[src/hw/rtl/slcp_pkg.sv]
// ----------------------------------------------------------------------------
// slcp_pkg
// Shared types, codes and the keyword table of the serial line LED command
// parser.
// ----------------------------------------------------------------------------
package slcp_pkg;

   localparam int LINE_SLOTS = 21;
   localparam int IDX_W      = $clog2(LINE_SLOTS);
   localparam int CNT_W      = $clog2(LINE_SLOTS + 1);

   typedef logic [7:0]       byte_type;
   typedef logic [IDX_W-1:0] idx_type;
   typedef logic [CNT_W-1:0] cnt_type;
   typedef logic [2:0]       code_type;
   typedef logic [4:0]       levels_type;

   localparam byte_type BYTE_CR  = 8'h0D;
   localparam byte_type BYTE_DEL = 8'h7F;
   localparam byte_type CHAR_R   = 8'h72;
   localparam byte_type CHAR_A   = 8'h61;
   localparam byte_type CHAR_G   = 8'h67;
   localparam byte_type CHAR_B   = 8'h62;
   localparam byte_type CHAR_F   = 8'h66;
   localparam byte_type CHAR_N   = 8'h6E;
   localparam byte_type CHAR_T   = 8'h74;

   localparam code_type OUT_SELECT = 3'd0;
   localparam code_type OUT_OFF    = 3'd1;
   localparam code_type OUT_ON     = 3'd2;
   localparam code_type OUT_TOGGLE = 3'd3;
   localparam code_type OUT_REJECT = 3'd4;
   localparam code_type OUT_NONE   = 3'd5;

   localparam code_type PIN_ZERO   = 3'd0;
   localparam code_type PIN_RED    = 3'd1;
   localparam code_type PIN_BLUE   = 3'd2;
   localparam code_type PIN_ORANGE = 3'd3;
   localparam code_type PIN_GREEN  = 3'd4;

   localparam int NUM_WORDS = 7;
   localparam int WORD_MAX  = 6;

   // red, blue, orange, green, on, off, toggle; unused slots are zero
   localparam byte_type WORD_CHARS [NUM_WORDS][WORD_MAX] = '{
      '{8'h72, 8'h65, 8'h64, 8'h00, 8'h00, 8'h00},
      '{8'h62, 8'h6C, 8'h75, 8'h65, 8'h00, 8'h00},
      '{8'h6F, 8'h72, 8'h61, 8'h6E, 8'h67, 8'h65},
      '{8'h67, 8'h72, 8'h65, 8'h65, 8'h6E, 8'h00},
      '{8'h6F, 8'h6E, 8'h00, 8'h00, 8'h00, 8'h00},
      '{8'h6F, 8'h66, 8'h66, 8'h00, 8'h00, 8'h00},
      '{8'h74, 8'h6F, 8'h67, 8'h67, 8'h6C, 8'h65}
   };
   localparam logic [2:0] WORD_LEN [NUM_WORDS] = '{
      3'd3, 3'd4, 3'd6, 3'd5, 3'd2, 3'd3, 3'd6
   };

   typedef enum logic [1:0] {
      ST_IDLE,
      ST_SCAN,
      ST_RESP
   } state_type;

   typedef enum logic [2:0] {
      LB_NOP,
      LB_PUT,
      LB_DEL,
      LB_WRAP,
      LB_TERM,
      LB_CLEAR
   } lb_op_type;

   typedef struct packed {
      lb_op_type op;
      byte_type  data;
   } lb_cmd_type;

   typedef struct packed {
      logic     full;
      byte_type pos0;
      byte_type pos1;
      byte_type pos2;
      byte_type scan_byte;
   } lb_stat_type;

endpackage

[src/hw/rtl/serial_line_led_command_parser_unit.sv]
// ----------------------------------------------------------------------------
// serial_line_led_command_parser_unit
// An ordinary, delete or overflow byte only edits the line store and gives
// no result. A carriage return is accepted, then the line is walked through
// the single position compare unit until its terminator or the first byte
// that fits no keyword (at most 6 matched bytes); the result is then held
// until taken. One line at a time: after a carriage return no byte is taken
// until the result leaves.
// Reset (synchronous): line store and fill count zero, pin zero, levels low.
// ----------------------------------------------------------------------------
module serial_line_led_command_parser_unit (
   input  logic                  clock,
   input  logic                  reset,
   input  logic                  req_valid,
   output logic                  req_stall,
   input  slcp_pkg::byte_type    req_rx_byte,
   output logic                  rsp_valid,
   input  logic                  rsp_stall,
   output slcp_pkg::code_type    rsp_outcome,
   output slcp_pkg::code_type    rsp_selected_pin,
   output slcp_pkg::levels_type  rsp_pin_levels
);
   import slcp_pkg::*;

   lb_cmd_type  cmd;
   lb_stat_type stat;
   idx_type     scan_addr;
   logic        match;

   slcp_line_buf u_line_buf (
      .clock     (clock),
      .reset     (reset),
      .cmd       (cmd),
      .scan_addr (scan_addr),
      .stat      (stat)
   );

   slcp_word_match u_word_match (
      .pos   (scan_addr),
      .data  (stat.scan_byte),
      .match (match)
   );

   slcp_ctrl u_ctrl (
      .clock            (clock),
      .reset            (reset),
      .req_valid        (req_valid),
      .req_stall        (req_stall),
      .req_rx_byte      (req_rx_byte),
      .rsp_valid        (rsp_valid),
      .rsp_stall        (rsp_stall),
      .rsp_outcome      (rsp_outcome),
      .rsp_selected_pin (rsp_selected_pin),
      .rsp_pin_levels   (rsp_pin_levels),
      .stat             (stat),
      .match            (match),
      .cmd              (cmd),
      .scan_addr        (scan_addr)
   );

endmodule

[src/hw/rtl/slcp_word_match.sv]
// ----------------------------------------------------------------------------
// slcp_word_match
// Position compare unit: true when a byte equals the same position of any
// keyword. Positions at or past a word's length never match it.
// ----------------------------------------------------------------------------
module slcp_word_match (
   input  slcp_pkg::idx_type  pos,
   input  slcp_pkg::byte_type data,
   output logic               match
);
   import slcp_pkg::*;

   always_comb begin
      match = 1'b0;
      for (int w = 0; w < NUM_WORDS; w++) begin
         if (pos < IDX_W'(WORD_LEN[w]) && WORD_CHARS[w][pos[2:0]] == data) begin
            match = 1'b1;
         end
      end
   end

endmodule

[src/hw/rtl/slcp_line_buf.sv]
// ----------------------------------------------------------------------------
// slcp_line_buf
// Line store and fill count. Takes one edit command per cycle and exposes
// the fixed key positions plus one scanned position.
// ----------------------------------------------------------------------------
module slcp_line_buf (
   input  logic                   clock,
   input  logic                   reset,
   input  slcp_pkg::lb_cmd_type   cmd,
   input  slcp_pkg::idx_type      scan_addr,
   output slcp_pkg::lb_stat_type  stat
);
   import slcp_pkg::*;

   byte_type store_ff [LINE_SLOTS];
   byte_type store_in [LINE_SLOTS];
   cnt_type  fill_ff;
   cnt_type  fill_in;
   cnt_type  fill_dec;

   assign fill_dec = fill_ff - 1'b1;

   always_comb begin
      store_in = store_ff;
      fill_in  = fill_ff;
      case (cmd.op)
         LB_PUT: begin
            store_in[fill_ff[IDX_W-1:0]] = cmd.data;
            fill_in = fill_ff + 1'b1;
         end
         LB_DEL: begin
            if (fill_ff != '0) begin
               store_in[fill_dec[IDX_W-1:0]] = '0;
               fill_in = fill_dec;
            end
         end
         LB_WRAP: begin
            // overflow: only the first slot is cleared, the rest stays stale
            store_in[0] = '0;
            fill_in     = '0;
         end
         LB_TERM: begin
            store_in[fill_ff[IDX_W-1:0]] = '0;
         end
         LB_CLEAR: begin
            for (int i = 0; i < LINE_SLOTS; i++) begin
               store_in[i] = '0;
            end
            fill_in = '0;
         end
         default: begin
         end
      endcase
   end

   always_ff @(posedge clock) begin
      if (reset) begin
         for (int i = 0; i < LINE_SLOTS; i++) begin
            store_ff[i] <= '0;
         end
         fill_ff <= '0;
      end else begin
         store_ff <= store_in;
         fill_ff  <= fill_in;
      end
   end

   assign stat.full      = (fill_ff > CNT_W'(LINE_SLOTS - 1));
   assign stat.pos0      = store_ff[0];
   assign stat.pos1      = store_ff[1];
   assign stat.pos2      = store_ff[2];
   assign stat.scan_byte = store_ff[scan_addr];

endmodule

[src/hw/rtl/slcp_ctrl.sv]
// ----------------------------------------------------------------------------
// slcp_ctrl
// Sequencer: edits the line per received item, walks the line through the
// position compare unit on carriage return, applies the command and holds
// the result until taken.
// ----------------------------------------------------------------------------
module slcp_ctrl (
   input  logic                   clock,
   input  logic                   reset,
   input  logic                   req_valid,
   output logic                   req_stall,
   input  slcp_pkg::byte_type     req_rx_byte,
   output logic                   rsp_valid,
   input  logic                   rsp_stall,
   output slcp_pkg::code_type     rsp_outcome,
   output slcp_pkg::code_type     rsp_selected_pin,
   output slcp_pkg::levels_type   rsp_pin_levels,
   input  slcp_pkg::lb_stat_type  stat,
   input  logic                   match,
   output slcp_pkg::lb_cmd_type   cmd,
   output slcp_pkg::idx_type      scan_addr
);
   import slcp_pkg::*;

   state_type  state_ff;
   state_type  state_in;
   idx_type    idx_ff;
   idx_type    idx_in;
   code_type   outcome_ff;
   code_type   outcome_in;
   code_type   chosen_ff;
   code_type   chosen_in;
   levels_type levels_ff;
   levels_type levels_in;
   levels_type pin_bit;
   logic       accept;
   logic       line_end;

   assign accept    = req_valid && (state_ff == ST_IDLE);
   assign line_end  = (stat.scan_byte == '0);
   assign pin_bit   = levels_type'(1) << chosen_ff;
   assign scan_addr = idx_ff;

   // next state
   always_comb begin
      state_in = state_ff;
      case (state_ff)
         ST_IDLE: begin
            if (accept && !stat.full && req_rx_byte == BYTE_CR) begin
               state_in = ST_SCAN;
            end
         end
         ST_SCAN: begin
            if (line_end || !match) begin
               state_in = ST_RESP;
            end
         end
         ST_RESP: begin
            if (!rsp_stall) begin
               state_in = ST_IDLE;
            end
         end
         default: state_in = ST_IDLE;
      endcase
   end

   // commands and datapath
   always_comb begin
      cmd.op     = LB_NOP;
      cmd.data   = req_rx_byte;
      idx_in     = idx_ff;
      outcome_in = outcome_ff;
      chosen_in  = chosen_ff;
      levels_in  = levels_ff;
      case (state_ff)
         ST_IDLE: begin
            idx_in = '0;
            if (accept) begin
               if (stat.full) begin
                  cmd.op = LB_WRAP;
               end else if (req_rx_byte == BYTE_CR) begin
                  cmd.op = LB_TERM;
               end else if (req_rx_byte == BYTE_DEL) begin
                  cmd.op = LB_DEL;
               end else begin
                  cmd.op = LB_PUT;
               end
            end
         end
         ST_SCAN: begin
            if (line_end) begin
               cmd.op     = LB_CLEAR;
               outcome_in = OUT_NONE;
               if (stat.pos0 == CHAR_R) begin
                  chosen_in  = PIN_RED;
                  outcome_in = OUT_SELECT;
               end else if (stat.pos2 == CHAR_A) begin
                  chosen_in  = PIN_ORANGE;
                  outcome_in = OUT_SELECT;
               end else if (stat.pos0 == CHAR_G) begin
                  chosen_in  = PIN_GREEN;
                  outcome_in = OUT_SELECT;
               end else if (stat.pos0 == CHAR_B) begin
                  chosen_in  = PIN_BLUE;
                  outcome_in = OUT_SELECT;
               end else if (stat.pos1 == CHAR_F) begin
                  levels_in  = levels_ff & ~pin_bit;
                  outcome_in = OUT_OFF;
               end else if (stat.pos1 == CHAR_N) begin
                  levels_in  = levels_ff | pin_bit;
                  outcome_in = OUT_ON;
               end else if (stat.pos0 == CHAR_T) begin
                  levels_in  = levels_ff ^ pin_bit;
                  outcome_in = OUT_TOGGLE;
               end
            end else if (!match) begin
               cmd.op     = LB_CLEAR;
               outcome_in = OUT_REJECT;
            end else begin
               idx_in = idx_ff + 1'b1;
            end
         end
         ST_RESP: begin
         end
         default: begin
         end
      endcase
   end

   always_ff @(posedge clock) begin
      if (reset) begin
         state_ff  <= ST_IDLE;
         chosen_ff <= PIN_ZERO;
         levels_ff <= '0;
      end else begin
         state_ff  <= state_in;
         chosen_ff <= chosen_in;
         levels_ff <= levels_in;
      end
   end

   always_ff @(posedge clock) begin
      idx_ff     <= idx_in;
      outcome_ff <= outcome_in;
   end

   assign req_stall        = (state_ff != ST_IDLE);
   assign rsp_valid        = (state_ff == ST_RESP);
   assign rsp_outcome      = outcome_ff;
   assign rsp_selected_pin = chosen_ff;
   assign rsp_pin_levels   = levels_ff;

endmodule

[config.mk]
export PLATFORM = sky130hd
export DESIGN_NAME = serial_line_led_command_parser_unit
export DESIGN_NICKNAME = d
export VERILOG_FILES = /design/src/hw/rtl/slcp_pkg.sv /design/src/hw/rtl/serial_line_led_command_parser_unit.sv /design/src/hw/rtl/slcp_word_match.sv /design/src/hw/rtl/slcp_line_buf.sv /design/src/hw/rtl/slcp_ctrl.sv
export SDC_FILE = /design/constraint.sdc
export NUM_CORES = 1
export LEC_CHECK = 0
export BUFFER_PORTS_ARGS = -buffer_cell sky130_fd_sc_hd__buf_2
export CAP_MARGIN = 20
export CORE_MARGIN = 2
export CORE_UTILIZATION = 55
export CTS_CLUSTER_SIZE = 28
export DETAILED_ROUTE_END_ITERATION = 8
export GPL_TIMING_DRIVEN = 1
export PLACE_DENSITY = 0.76
export REMOVE_ABC_BUFFERS = 1
export SLEW_MARGIN = 25
export SYNTH_ARGS = -nofsm -noshare
export SYNTH_HDL_FRONTEND = slang
export SYNTH_SLANG_ARGS = --single-unit
[constraint.sdc]
create_clock -name clock -period 5.7 [get_ports clock]
set_clock_uncertainty 0.15 [all_clocks]
set_input_delay 1.14 -clock clock [delete_from_list [all_inputs] [get_ports clock]]
set_output_delay 1.14 -clock clock [all_outputs]
set_load 0.05 [all_outputs]
== Word-level counts from Yosys, hierarchy flattened ==
Memory sizes are Yosys's and may differ from the RTL's.
Cells that the tools add are included.

* Bits in registers: 191
* Bits in read-only memories: 448
* Output and inout port bits: 13
* Word-level logic and storage cells: 194
* Memories: 7

* Add/sub/neg operators: 3
* $lt $le $gt $ge: 12
* Equal/unequal tests: 30
* Shift-type cells: 1
* Mux-type cells: 64
* Bitwise logic cells: 16
* Reduce and logical (&&, ||, !) cells: 34

{| class="wikitable"
|+ Memories
! memory !! depth !! width !! read ports !! clocked after Yosys merged registers in !! write ports !! line !! text
|-
| (name not given) || 8 || 8 || 1 || 0 || 0 || slcp_word_match.sv:16 || <nowiki>if (pos < IDX_W'(WORD_LEN[w]) && WORD_CHARS[w][pos[2:0]] == data) begin</nowiki>
|-
| (name not given) || 8 || 8 || 1 || 0 || 0 || slcp_word_match.sv:16 ||
|-
| (name not given) || 8 || 8 || 1 || 0 || 0 || slcp_word_match.sv:16 ||
|-
| (name not given) || 8 || 8 || 1 || 0 || 0 || slcp_word_match.sv:16 ||
|-
| (name not given) || 8 || 8 || 1 || 0 || 0 || slcp_word_match.sv:16 ||
|-
| (name not given) || 8 || 8 || 1 || 0 || 0 || slcp_word_match.sv:16 ||
|-
| 1 more memories || -- || -- || -- || -- || -- || -- ||
|}

{| class="wikitable"
|+ Operators by type and width
! operator !! count
|-
| 160-bit one-hot mux with 4 select lines || 1
|-
| 168-bit AND || 2
|-
| 168-bit NOT || 2
|-
| 168-bit bitwise mux || 1
|-
| 168-bit 2-to-1 mux || 1
|-
| 8-bit 2-to-1 mux || 18
|-
| 8-bit demux with 5-bit select || 2
|-
| 8-bit by 7-bit equality test with 1-bit output (second input constant) || 8
|-
| 8-bit equality test || 7
|-
| 3-bit 2-to-1 mux || 18
|-
| 8-bit binary-select mux with 5-bit select || 1
|-
| 8-bit one-hot mux with 4 select lines || 1
|-
| 5-bit 2-to-1 mux || 6
|-
| 6-bit greater-or-equal comparator (second input constant) || 3
|-
| 5-bit NOT with 6-bit output || 3
|-
| 5-bit by 3-bit less-than comparator with 1-bit output (second input constant) || 3
|-
| 5-bit one-hot mux with 3 select lines || 1
|-
| 1-bit logical AND || 12
|-
| 6-bit by 1-bit less-than comparator with 1-bit output (second input constant) || 2
|-
| 4-bit nonzero test || 3
|-
| 5-bit by 1-bit adder with 5-bit output (second input constant) || 2
|-
| 5-bit by 2-bit less-than comparator with 1-bit output (second input constant) || 2
|-
| 5-bit one-hot mux with 2 select lines || 1
|-
| 3-bit AND reduction || 3
|-
| 32 further kinds || 57
|}

== Longest topological paths before layout ==
Gate-level depths: netlist (run 1).

* Depth after elaboration: 20
* Gate-level depth with buffers: 18

== Modules after synthesis ==
From an unflattened synthesis (run 1), not the netlist that was laid out.

* Cells, all modules: 1,222
* Area, all modules: 11,298.3 um^2

{| class="wikitable"
|+ By module, submodules not included
! module !! instances !! cells each !! area each (um^2) !! sequential area each (um^2)
|-
| slcp_line_buf || 1 || 951 || 9,037.4 || 3,463.3
|-
| slcp_ctrl || 1 || 157 || 1,463.9 || 440.4
|-
| slcp_word_match || 1 || 114 || 797.0 || 0.0
|}

== Worst setup path before layout (run 1) ==
No wires, ideal clock.

* Kind: flip-flop to flip-flop
* Start: register u_ctrl.idx_ff[0], in the netlist u_ctrl.scan_addr[0]
* End: register (tool-made name)
* Arrival: 3.971 ns
* Data required time: 5.408 ns
* Slack: 1.437 ns
* Stages on the path, launching flop included: 16
* Path buffers: 4
* Clock period less this slack: 4.263 ns
* Cells stage by stage: edfxtp_1 -> buf_4 -> buf_4 -> buf_4 -> mux2i_1 -> o22ai_1 -> o21ai_0 -> nand3_2 -> xnor2_1 -> or4_1 -> a211oi_1 -> nor4b_4 -> o31ai_4 -> buf_2 -> and4b_1 -> o2bb2ai_1

{| class="wikitable"
|+ RTL lines
! element !! line !! text
|-
| from (decl) || slcp_ctrl.sv:27 || <nowiki>idx_type idx_ff;</nowiki>
|-
| from (signal assigned) || slcp_ctrl.sv:143 || <nowiki>idx_ff <= idx_in;</nowiki>
|}

==> results of run 1 <==
==> worst min-delay path, delay by kind of cell (launching register included) <==
kind | cells | cell delay (ns)
DFF | 1 | 0.32
and+or+nand+nor | 1 | 0.05
AOI/OAI and AO/OA | 1 | 0.05
==> synthesized netlist by cell type (all sizes together) (9+ instances only) <==
cell type  instances
nand3             35
clkbuf            53
o22ai             30
inv              168
ha                21
a21oi             45
nor2b             18
nand2             85
nand4              9
o32ai            154
a211oi            22
buf               25
nor2              64
mux2i             55
nor3              15
o21ai             29
mux2              11
xnor2             10
a221oi            10
dfxtp            183
==> cells by family (layout without fill, tap and decap cells) <==
group / Yosys count / after routing / share of synthesized area
buf+inv: 248 / 265 / 0.0969
flops: 191 / 191 / 0.382
compound gates: 349 / 349 / 0.266
fa+ha+maj: 21 / 21 / 0.0257
simple gates: 276 / 276 / 0.133
mux: 74 / 74 / 0.0835
xor+xnor: 16 / 16 / 0.0137
==> layout make-up <==
type / count / area [um2]
sequential: 191 / 3900
timing repair buffer: 63 / 450
clock buffer: 17 / 425
fill: 1567 / 6790
multi-input combinational: 736 / 5370
inverter: 170 / 638
clock inverter: 15 / 221
tap: 229 / 287
==> routing by layer <==
| metal | global-route usage | vias to the layer above | wire length [um] |
|---|---|---|---|
| met5 | 0 | - | 0 |
| met4 | 0.120 | 0 | 1130 |
| met2 | 0.504 | 585 | 14600 |
| met3 | 0.0800 | 101 | 3520 |
| li1 | - | 4368 | - |
| met1 | 0.464 | 4551 | 13700 |
==> power breakdown <==
part	switching (mW)	internal, mW	total (mW)
logic	0.241	0.106	0.347
clock network	0.617	0.679	1.30
registers	0.0176	1.36	1.38
total	0.876	2.14	3.02
==> cells in the final DEF (no fill, tap or decap), drive strengths merged, types with 4 or more instances in the layout <==
cell type	Yosys	routed
buf	25	63
clkbuf	53	17
nor2	64	64
o211ai	5	5
mux2i	55	55
nand2	85	85
o21a	5	5
and2	4	4
nand3	35	35
o21ai	29	29
nor2b	18	18
a211oi	22	22
o32ai	154	154
nor4	8	8
dfxtp	183	183
or3	6	6
a211o	5	5
a22oi	5	5
xnor2	10	10
a21oi	45	45
nand2b	7	7
or2	7	7
mux4	8	8
inv	168	173
ha	21	21
a31oi	5	5
mux2	11	11
o221ai	5	5
o22ai	30	30
a221oi	10	10
xor2	6	6
and3	4	4
clkinv	2	8
nand4	9	9
nor3	15	15
edfxtp	8	8
==> timing repair <==
action | in CTS | in global routing
hold endpoints to repair | 0 | 0
gates resized for setup | 0 | 1
hold buffers | 0 | 0
setup endpoints to repair | 0 | 13
==> worst min-delay path by stage <==
| stage | to | startpoint | slack, ns | cells after the start |
|---|---|---|---|---|
| after floorplan | flip-flop | flip-flop | 0.28 | 2 |
| after global placement | flip-flop | flip-flop | 0.30 | 2 |
| after detailed placement | flip-flop | flip-flop | 0.31 | 2 |
| after CTS | flip-flop | flip-flop | 0.32 | 2 |
| after global routing | flip-flop | flip-flop | 0.33 | 2 |
| final | flip-flop | flip-flop | 0.32 | 2 |
==> results.json, run 1 <==
{
  "outcome": "completed",
  "vdd_ir_drop_max_mv": 0.226,
  "finalCritPeriodShare": 0.946,
  "worst_ep_required_time_ns": 5.90,
  "drt_wl_total_mm": 32.9,
  "dominantRegCellSynth": "dfxtp_1",
  "drt_pre_antenna_iters": 6,
  "clock-sinks": 191,
  "rows": 49,
  "instances_no_fill": 1421,
  "grt_max_degree": 74,
  "overflow": 0,
  "crit_arrival_ns": 5.59,
  "fin_crit_ns": 5.39,
  "finalSetupViolations": 0,
  "cts_tree": "built",
  "antenna_found_initial": 0,
  "ys_ff_latch": 191,
  "grt_pass1_vias": 8776,
  "synth_edf_count": 8,
  "fmax_ghz": 0.186,
  "place_congestion": 0.987,
  "syn_avg_cell_area_um2": 8.71,
  "cpLargestDelayFamily": "compound AO/OA/AOI/OAI gates",
  "final_util": 0.624,
  "drive_gt1_frac": 0.122,
  "syn_inst": 1175,
  "start_kind": "flip-flop",
  "power_mw": 3.02,
  "drcViolationCount": 0,
  "coreArea_um2": 18100,
  "dpl.hpwl_mm": 23.0,
  "cp-end-kind": "flip-flop",
  "crit_path_top_delay_cell": "nand2_1",
  "antenna_cells": 0,
  "area_growth_pct": 10.4,
  "fp.dieH_um": 140,
  "tns_ns": 0,
  "die_x_um": 140,
  "path_depth": 13,
  "hp-class": "reg2reg",
  "crit_chain": "buf_12 > buf_4 > nor3b_2 > o2bb2ai_1 > o21ai_0 > nand3_2 > xnor2_1 > or4_1 > a211oi_1 > o2111ai_1 > nand2_1 > a311oi_2 > o32ai_1",
  "ys_seq_area_frac": 0.382,
  "ys_top_cells_by_area": "dfxtp_1 36%, o32ai_1 13%, inv_1 6.2%, mux2i_1 5.4%, nand2_1 3.1%",
  "pwr_density_cell_nw_per_um2": 267,
  "post_cts_buffers": 0,
  "cts-root-buf": "clkbuf_16",
  "setup_ws_ns": 0.309,
  "grt_pass1_wl_mm": 51.0,
  "slew_violations": 0,
  "gr-usage-all-layers": 0.333,
  "routed-via-count": 9605,
  "r2r_start": "u_ctrl.scan_addr[0]",
  "worstSetupPathType": "reg2reg",
  "max_stage_delay_ns": 0.65,
  "dp.cells": 1388,
  "fin_nets": 1212,
  "avgViaCountPerCell": 6.76,
  "rsz0062_at_grt": "no",
  "final_area_um2": 11300,
  "maxCapViolCount": 0,
  "crit_start": "u_ctrl.scan_addr[0]",
  "cp_num_buf_inv": 2,
  "die_area_um2": 19700,
  "yosysWarnings": 0,
  "port_buffers": 24,
  "io_pins": 25,
  "wl_per_cell_um": 23.1,
  "finalHoldViolCount": 0,
  "clockBufferDepth": 2,
  "start_util": 0.566,
  "htreeDepth": 4,
  "power.leakage_nw": 3.60,
  "synth.top_cell.area_share": 0.358,
  "max_slew.worst_pin.slew_ns": 0.999,
  "syn_area_um2": 10200,
  "clk_pin_slew_ns": 0.08,
  "synth.distinct_cells": 73,
  "r2r_setup_slack_ns": 0.31,
  "max_slew_margin": 0.330,
  "critPathMaxFanout": 56,
  "dpl-instance-area_um2": 10600,
  "drt_first_iter_violations": 1302,
  "clk_latency_ns": 0.46,
  "holdWs_ns": 0.323,
  "yosysTopAreaCell": "dfxtp_1",
  "async_reset_ff_frac": 0,
  "post-place-ws_ns": 0.287,
  "ant_nets": 0,
  "rr_worst_depth": 13,
  "cts_inserted_buffers": 17
}
Note: power is estimated with default switching activity, not from simulation.
==> inputs of run 2 (changes only) <==
--- a/config.mk
+++ b/config.mk
@@ -8,6 +8,4 @@
 export BUFFER_PORTS_ARGS = -buffer_cell sky130_fd_sc_hd__buf_2
-export CAP_MARGIN = 20
 export CORE_MARGIN = 2
 export CORE_UTILIZATION = 55
-export CTS_CLUSTER_SIZE = 28
 export DETAILED_ROUTE_END_ITERATION = 8
==> constraint.sdc (replaced) <==
create_clock -name clock -period 5.7 [get_ports clock]
set_clock_uncertainty 0.15 [all_clocks]
set_input_delay 0.57 -clock clock [delete_from_list [all_inputs] [get_ports clock]]
set_output_delay 0.57 -clock clock [all_outputs]
set_load 0.05 [all_outputs]
==> run 2 against run 1 <==
  * Wire length up 1.7%
  * Via count grew 0.19%
  * Clock power hardly changed
  * Hold slack got worse by 0.10 ns
  * Final area up 0.11%
  * Sequential share of layout area barely moved
  * Largest power group unchanged
  * Highest routed layer unchanged
  * Register-to-register slack worse by 0.12 ns
  * Clock-buffer cell count rose by 1
  * Global-route usage rose by 0.063 points
==> results.json, run 2 (synthesis gave the netlist of run 1 again) <==
{
  "outcome": "completed",
  "dp.cells": 1392,
  "drt_pre_antenna_iters": 7,
  "clockBufferDepth": 2,
  "fmax_ghz": 0.182,
  "finalCritPeriodShare": 0.966,
  "crit_path_top_delay_cell": "a211oi_1",
  "path_depth": 13,
  "drt_wl_total_mm": 33.5,
  "holdWs_ns": 0.219,
  "htreeDepth": 4,
  "power_frac_clock": 0.423,
  "crit_arrival_ns": 5.65,
  "cts_tree": "built",
  "final_common_cell": "dfxtp_1",
  "fin_nets": 1215,
  "die_area_um2": 19700,
  "mostFrequentLayoutCells": "183 x dfxtp_1, 168 x inv_1, 154 x o32ai_1",
  "clk_latency_ns": 0.45,
  "worstSetupPathType": "reg2reg",
  "power_mw": 3.00,
  "maxCapViolCount": 0,
  "fin_crit_ns": 5.51,
  "antenna_found_initial": 0,
  "p_seq_frac": 0.459,
  "start_util": 0.566,
  "ant_nets": 0,
  "p_int_mw": 2.16,
  "finalSetupViolations": 0,
  "power.switching_mw": 0.843,
  "rsz0062_at_grt": "no",
  "cpLargestDelayFamily": "compound AO/OA/AOI/OAI gates",
  "cts-hold-fix-buffers": 0,
  "hp-class": "in2reg",
  "avgViaCountPerCell": 6.76,
  "routed-via-count": 9623,
  "drive_gt1_frac": 0.125,
  "grt_pass1_wl_mm": 50.8,
  "finalHoldViolCount": 0,
  "overflow": 0,
  "pwr_density_cell_nw_per_um2": 265,
  "post_cts_buffers": 0,
  "grt_pass1_vias": 8868,
  "instances_no_fill": 1424,
  "vdd_ir_drop_max_mv": 0.252,
  "max_slew.worst_pin.slew_ns": 1.05,
  "drt_first_iter_violations": 1256,
  "slew_violations": 0,
  "port_buffers": 24,
  "max_stage_delay_ns": 0.82,
  "cts_inserted_buffers": 17,
  "rr_worst_depth": 13,
  "fill_cells": 1601,
  "io_pins": 25,
  "power.leakage_nw": 3.61,
  "pwr-share-comb": 0.118,
  "drcViolationCount": 0,
  "die_x_um": 140,
  "fp.dieH_um": 140,
  "coreArea_um2": 18100,
  "clk_pin_slew_ns": 0.08,
  "final_util": 0.625,
  "grt_max_degree": 92,
  "cp_num_buf_inv": 2,
  "crit_chain": "buf_4 > nand2b_1 > o22ai_1 > o21ai_0 > nand3_1 > a22o_1 > o22ai_1 > a211oi_1 > nor4b_4 > o31ai_4 > buf_4 > a211oi_1 > o32ai_1",
  "critPathMaxFanout": 12,
  "area_growth_pct": 10.5,
  "worst_ep_required_time_ns": 5.84,
  "wl_per_cell_um": 23.5,
  "rows": 49,
  "antenna_cells": 0,
  "cts_resized": 0,
  "worstHoldPathCells": 3,
  "max_slew_margin": 0.297,
  "gr-usage-all-layers": 0.334,
  "dpl.hpwl_mm": 23.3,
  "place_congestion": 1.03,
  "p_sw_frac": 0.281,
  "start_kind": "flip-flop",
  "clock-sinks": 191,
  "cp-end-kind": "flip-flop",
  "r2r_setup_slack_ns": 0.19,
  "cts-root-buf": "clkbuf_16"
}
run 2: cell count changes in the layout (fill, tap and decap cells not counted), moves of 2 or more:
cell,previous run,this run
buf_4,36,38
clkinvlp_4,2,4
inv_6,2,4
clkinv_8,5,1
run 2: path summary, 6_finish.rpt:
| kind | start | end |
|---|---|---|
| worst min-delay path | rsp_stall | u_ctrl.state_ff[1] |
| worst min register to register | flip-flop | flip-flop |
| worst max register to register | u_ctrl.scan_addr[2] | flip-flop |
| worst max-delay path | u_ctrl.scan_addr[2] | flip-flop |
run 2: per-layer routing:
| metal | vias to the layer above | part of all wire | track usage |
|---|---|---|---|
| li1 | 4366 | - | - |
| met1 | 4547 | 0.41 | 0.461 |
| met2 | 587 | 0.45 | 0.515 |
| met3 | 123 | 0.096 | 0.0547 |
| met4 | 0 | 0.045 | 0.147 |
| met5 | - | 0 | 0 |
run 2: per-stage QoR:
stage / TNS [ns] / setup WS (ns) / instance area [um2]
floorplan: -78.08 / -0.581 / 9880
global placement: 0 / 0.200 / 10600
detailed placement: 0 / 0.401 / 10700
CTS: 0 / 0.369 / 11300
global route: 0 / 0.0383 / 11300
finish: 0 / 0.194 / 11300
run 2: final cells by class:
class | count | area [um2] | area share
Multi-Input combinational cell | 736 | 5370 | 0.475
Sequential cell | 191 | 3900 | 0.345
Inverter | 170 | 638 | 0.0564
Timing Repair Buffer | 66 | 490 | 0.0434
Clock buffer | 18 | 450 | 0.0398
Tap cell | 229 | 287 | 0.0253
Clock inverter | 14 | 169 | 0.0149
run 2: worst register-to-register path, stage by stage (launching register included):
cell and delay, ns:
edfxtp_1 0.57, buf_4 0.24, nand2b_1 0.46, o22ai_1 0.18, o21ai_0 0.52, nand3_1 0.47, a22o_1 0.36, o22ai_1 0.14
a211oi_1 0.15, nor4b_4 0.66, o31ai_4 0.22, buf_4 0.22, a211oi_1 0.83, o32ai_1 0.19
run 2: power groups by stage:
stage                     combinational [mW]  clock (mW)  sequential, mW
after global routing                   0.374        1.32            1.38
final                                  0.355        1.27            1.38
after detailed placement               0.340           0            1.41
after CTS                              0.341        1.27            1.37
after global placement                 0.339           0            1.41
after floorplan                        0.201           0            1.41
==> inputs of run 3 (changes only) <==
- CELL_PAD_IN_SITES_DETAIL_PLACEMENT: unset -> 1
- CELL_PAD_IN_SITES_GLOBAL_PLACEMENT: unset -> 2
- CORE_UTILIZATION: 55 -> 40
- PLACE_DENSITY: 0.76 -> 0.85
==> run 3 against run 2 <==
  * Setup slack better by 0.070 ns
  * Largest cell class unchanged
  * Global-route usage is 4.6 points lower
  * Highest routed layer unchanged
  * Largest power group unchanged
  * Combinational power is 2% higher
  * Sequential power hardly changed
==> results.json, run 3 (synthesis gave the netlist of run 1 again) <==
{
  "cts_tree": "built",
  "crit_path_top_delay_cell": "o21ai_0",
  "cp_common_cell": "buf_4",
  "grt_pass1_wl_mm": 57.4,
  "place_congestion": 0.962,
  "clk_latency_ns": 0.46,
  "overflow": 0,
  "antenna_cells": 0,
  "dpl.hpwl_mm": 26.8,
  "cts-hold-fix-buffers": 0,
  "routed-via-count": 9451,
  "die_x_um": 164,
  "area_growth_pct": 10.9,
  "finalSetupViolations": 0,
  "ant_nets": 0,
  "htreeDepth": 4,
  "slew_violations": 0,
  "finalHoldViolCount": 0,
  "finalCritPeriodShare": 0.954,
  "outcome": "completed",
  "drive_gt1_frac": 0.122,
  "max_slew.worst_pin.slew_ns": 0.902,
  "pwr_density_cell_nw_per_um2": 261,
  "die_area_um2": 26900,
  "port_buffers": 24,
  "avgViaCountPerCell": 6.21,
  "critPathMaxFanout": 13,
  "cts-root-buf": "clkbuf_16",
  "fin_crit_ns": 5.44,
  "clk_pin_slew_ns": 0.08,
  "gr-usage-all-layers": 0.287,
  "clock-sinks": 191,
  "wl_per_cell_um": 25.0,
  "power_mw": 2.96,
  "drt_wl_total_mm": 38.1,
  "drcViolationCount": 0,
  "hp-class": "in2reg",
  "fin_nets": 1213,
  "crit_arrival_ns": 5.64,
  "vdd_ir_drop_max_mv": 0.180,
  "max_slew_margin": 0.394,
  "fp.dieH_um": 164,
  "drt_pre_antenna_iters": 5,
  "start_util": 0.407,
  "post_cts_buffers": 0,
  "final_util": 0.452,
  "io_pins": 25,
  "worst_ep_required_time_ns": 5.90,
  "clockBufferDepth": 2,
  "worstSetupPathType": "reg2reg",
  "crit_chain": "nand2b_1 > o22ai_1 > o21ai_0 > nand3_1 > a2111oi_0 > nand4_1 > a2111o_1 > nor4b_4 > o31ai_4 > buf_4 > a311oi_1 > buf_4 > o32ai_1",
  "drt_first_iter_violations": 905,
  "antenna_found_initial": 0,
  "maxCapViolCount": 0,
  "cpLargestDelayFamily": "compound AO/OA/AOI/OAI gates",
  "cp_num_buf_inv": 2,
  "mostFrequentLayoutCells": "183 x dfxtp_1, 168 x inv_1, 154 x o32ai_1",
  "final_common_cell": "dfxtp_1",
  "cts_inserted_buffers": 17,
  "dpl-instance-area_um2": 10700,
  "start_kind": "flip-flop",
  "cp-end-kind": "flip-flop",
  "cts_resized": 0,
  "rsz0062_at_grt": "no",
  "rows": 58,
  "fmax_ghz": 0.184,
  "grt_pass1_vias": 9405,
  "max_stage_delay_ns": 0.66,
  "power.leakage_nw": 3.58,
  "coreArea_um2": 25100,
  "final_area_um2": 11300,
  "grt_max_degree": 97
}
[run 3: through the flow]
step | setup slack (ns) | TNS (ns) | hold slack (ns) | std cells
final | 0.263 | 0 | 0.219 | 1522
after global routing | 0.107 | 0 | 0.224 | 1522
after CTS | 0.394 | 0 | 0.212 | 1521
after detailed placement | 0.459 | 0 | 0.312 | 1490
after global placement | 0.406 | 0 | 0.301 | 1490
after floorplan | -0.581 | -78.08 | 0.283 | 1097
[run 3: layout make-up]
type,instances,area [um2]
Clock buffer,18,450
Inverter,170,638
Sequential cell,191,3900
Multi-Input combinational cell,736,5360
Fill cell,3015,13800
Timing Repair Buffer,64,440
Tap cell,330,413
Clock inverter,13,138
[run 3: where the power goes]
group	internal (mW)	total (mW)	switching (mW)
sequential	1.36	1.38	0.0168
clock	0.609	1.23	0.617
combinational	0.105	0.363	0.259
total	2.07	2.96	0.892
[run 3: worst reg2reg max path: cells and delay by family, from the launching register on]
kind / cells / cell delay [ns]
flops: 1 / 0.52
simple gates: 4 / 1.31
compound gates: 7 / 2.83
buf+inv: 2 / 0.54
[run 3: routing by layer]
metal	GRT usage	up-vias	part of all wire
met5	0	-	0
met4	0.129	0	0.042
met3	0.0417	76	0.049
met2	0.465	315	0.46
met1	0.379	4680	0.45
li1	-	4380	-
[run 3: path summary, 6_finish.rpt]
kind | startpoint | end | slack [ns] | cells after the start
hold reg to reg | flip-flop | flip-flop | 0.32 | 2
setup reg to reg | u_ctrl.scan_addr[1] | flip-flop | 0.26 | 13
hold / removal | rsp_stall | u_ctrl.state_ff[1] | 0.22 | 3
setup / recovery | u_ctrl.scan_addr[1] | flip-flop | 0.26 | 13
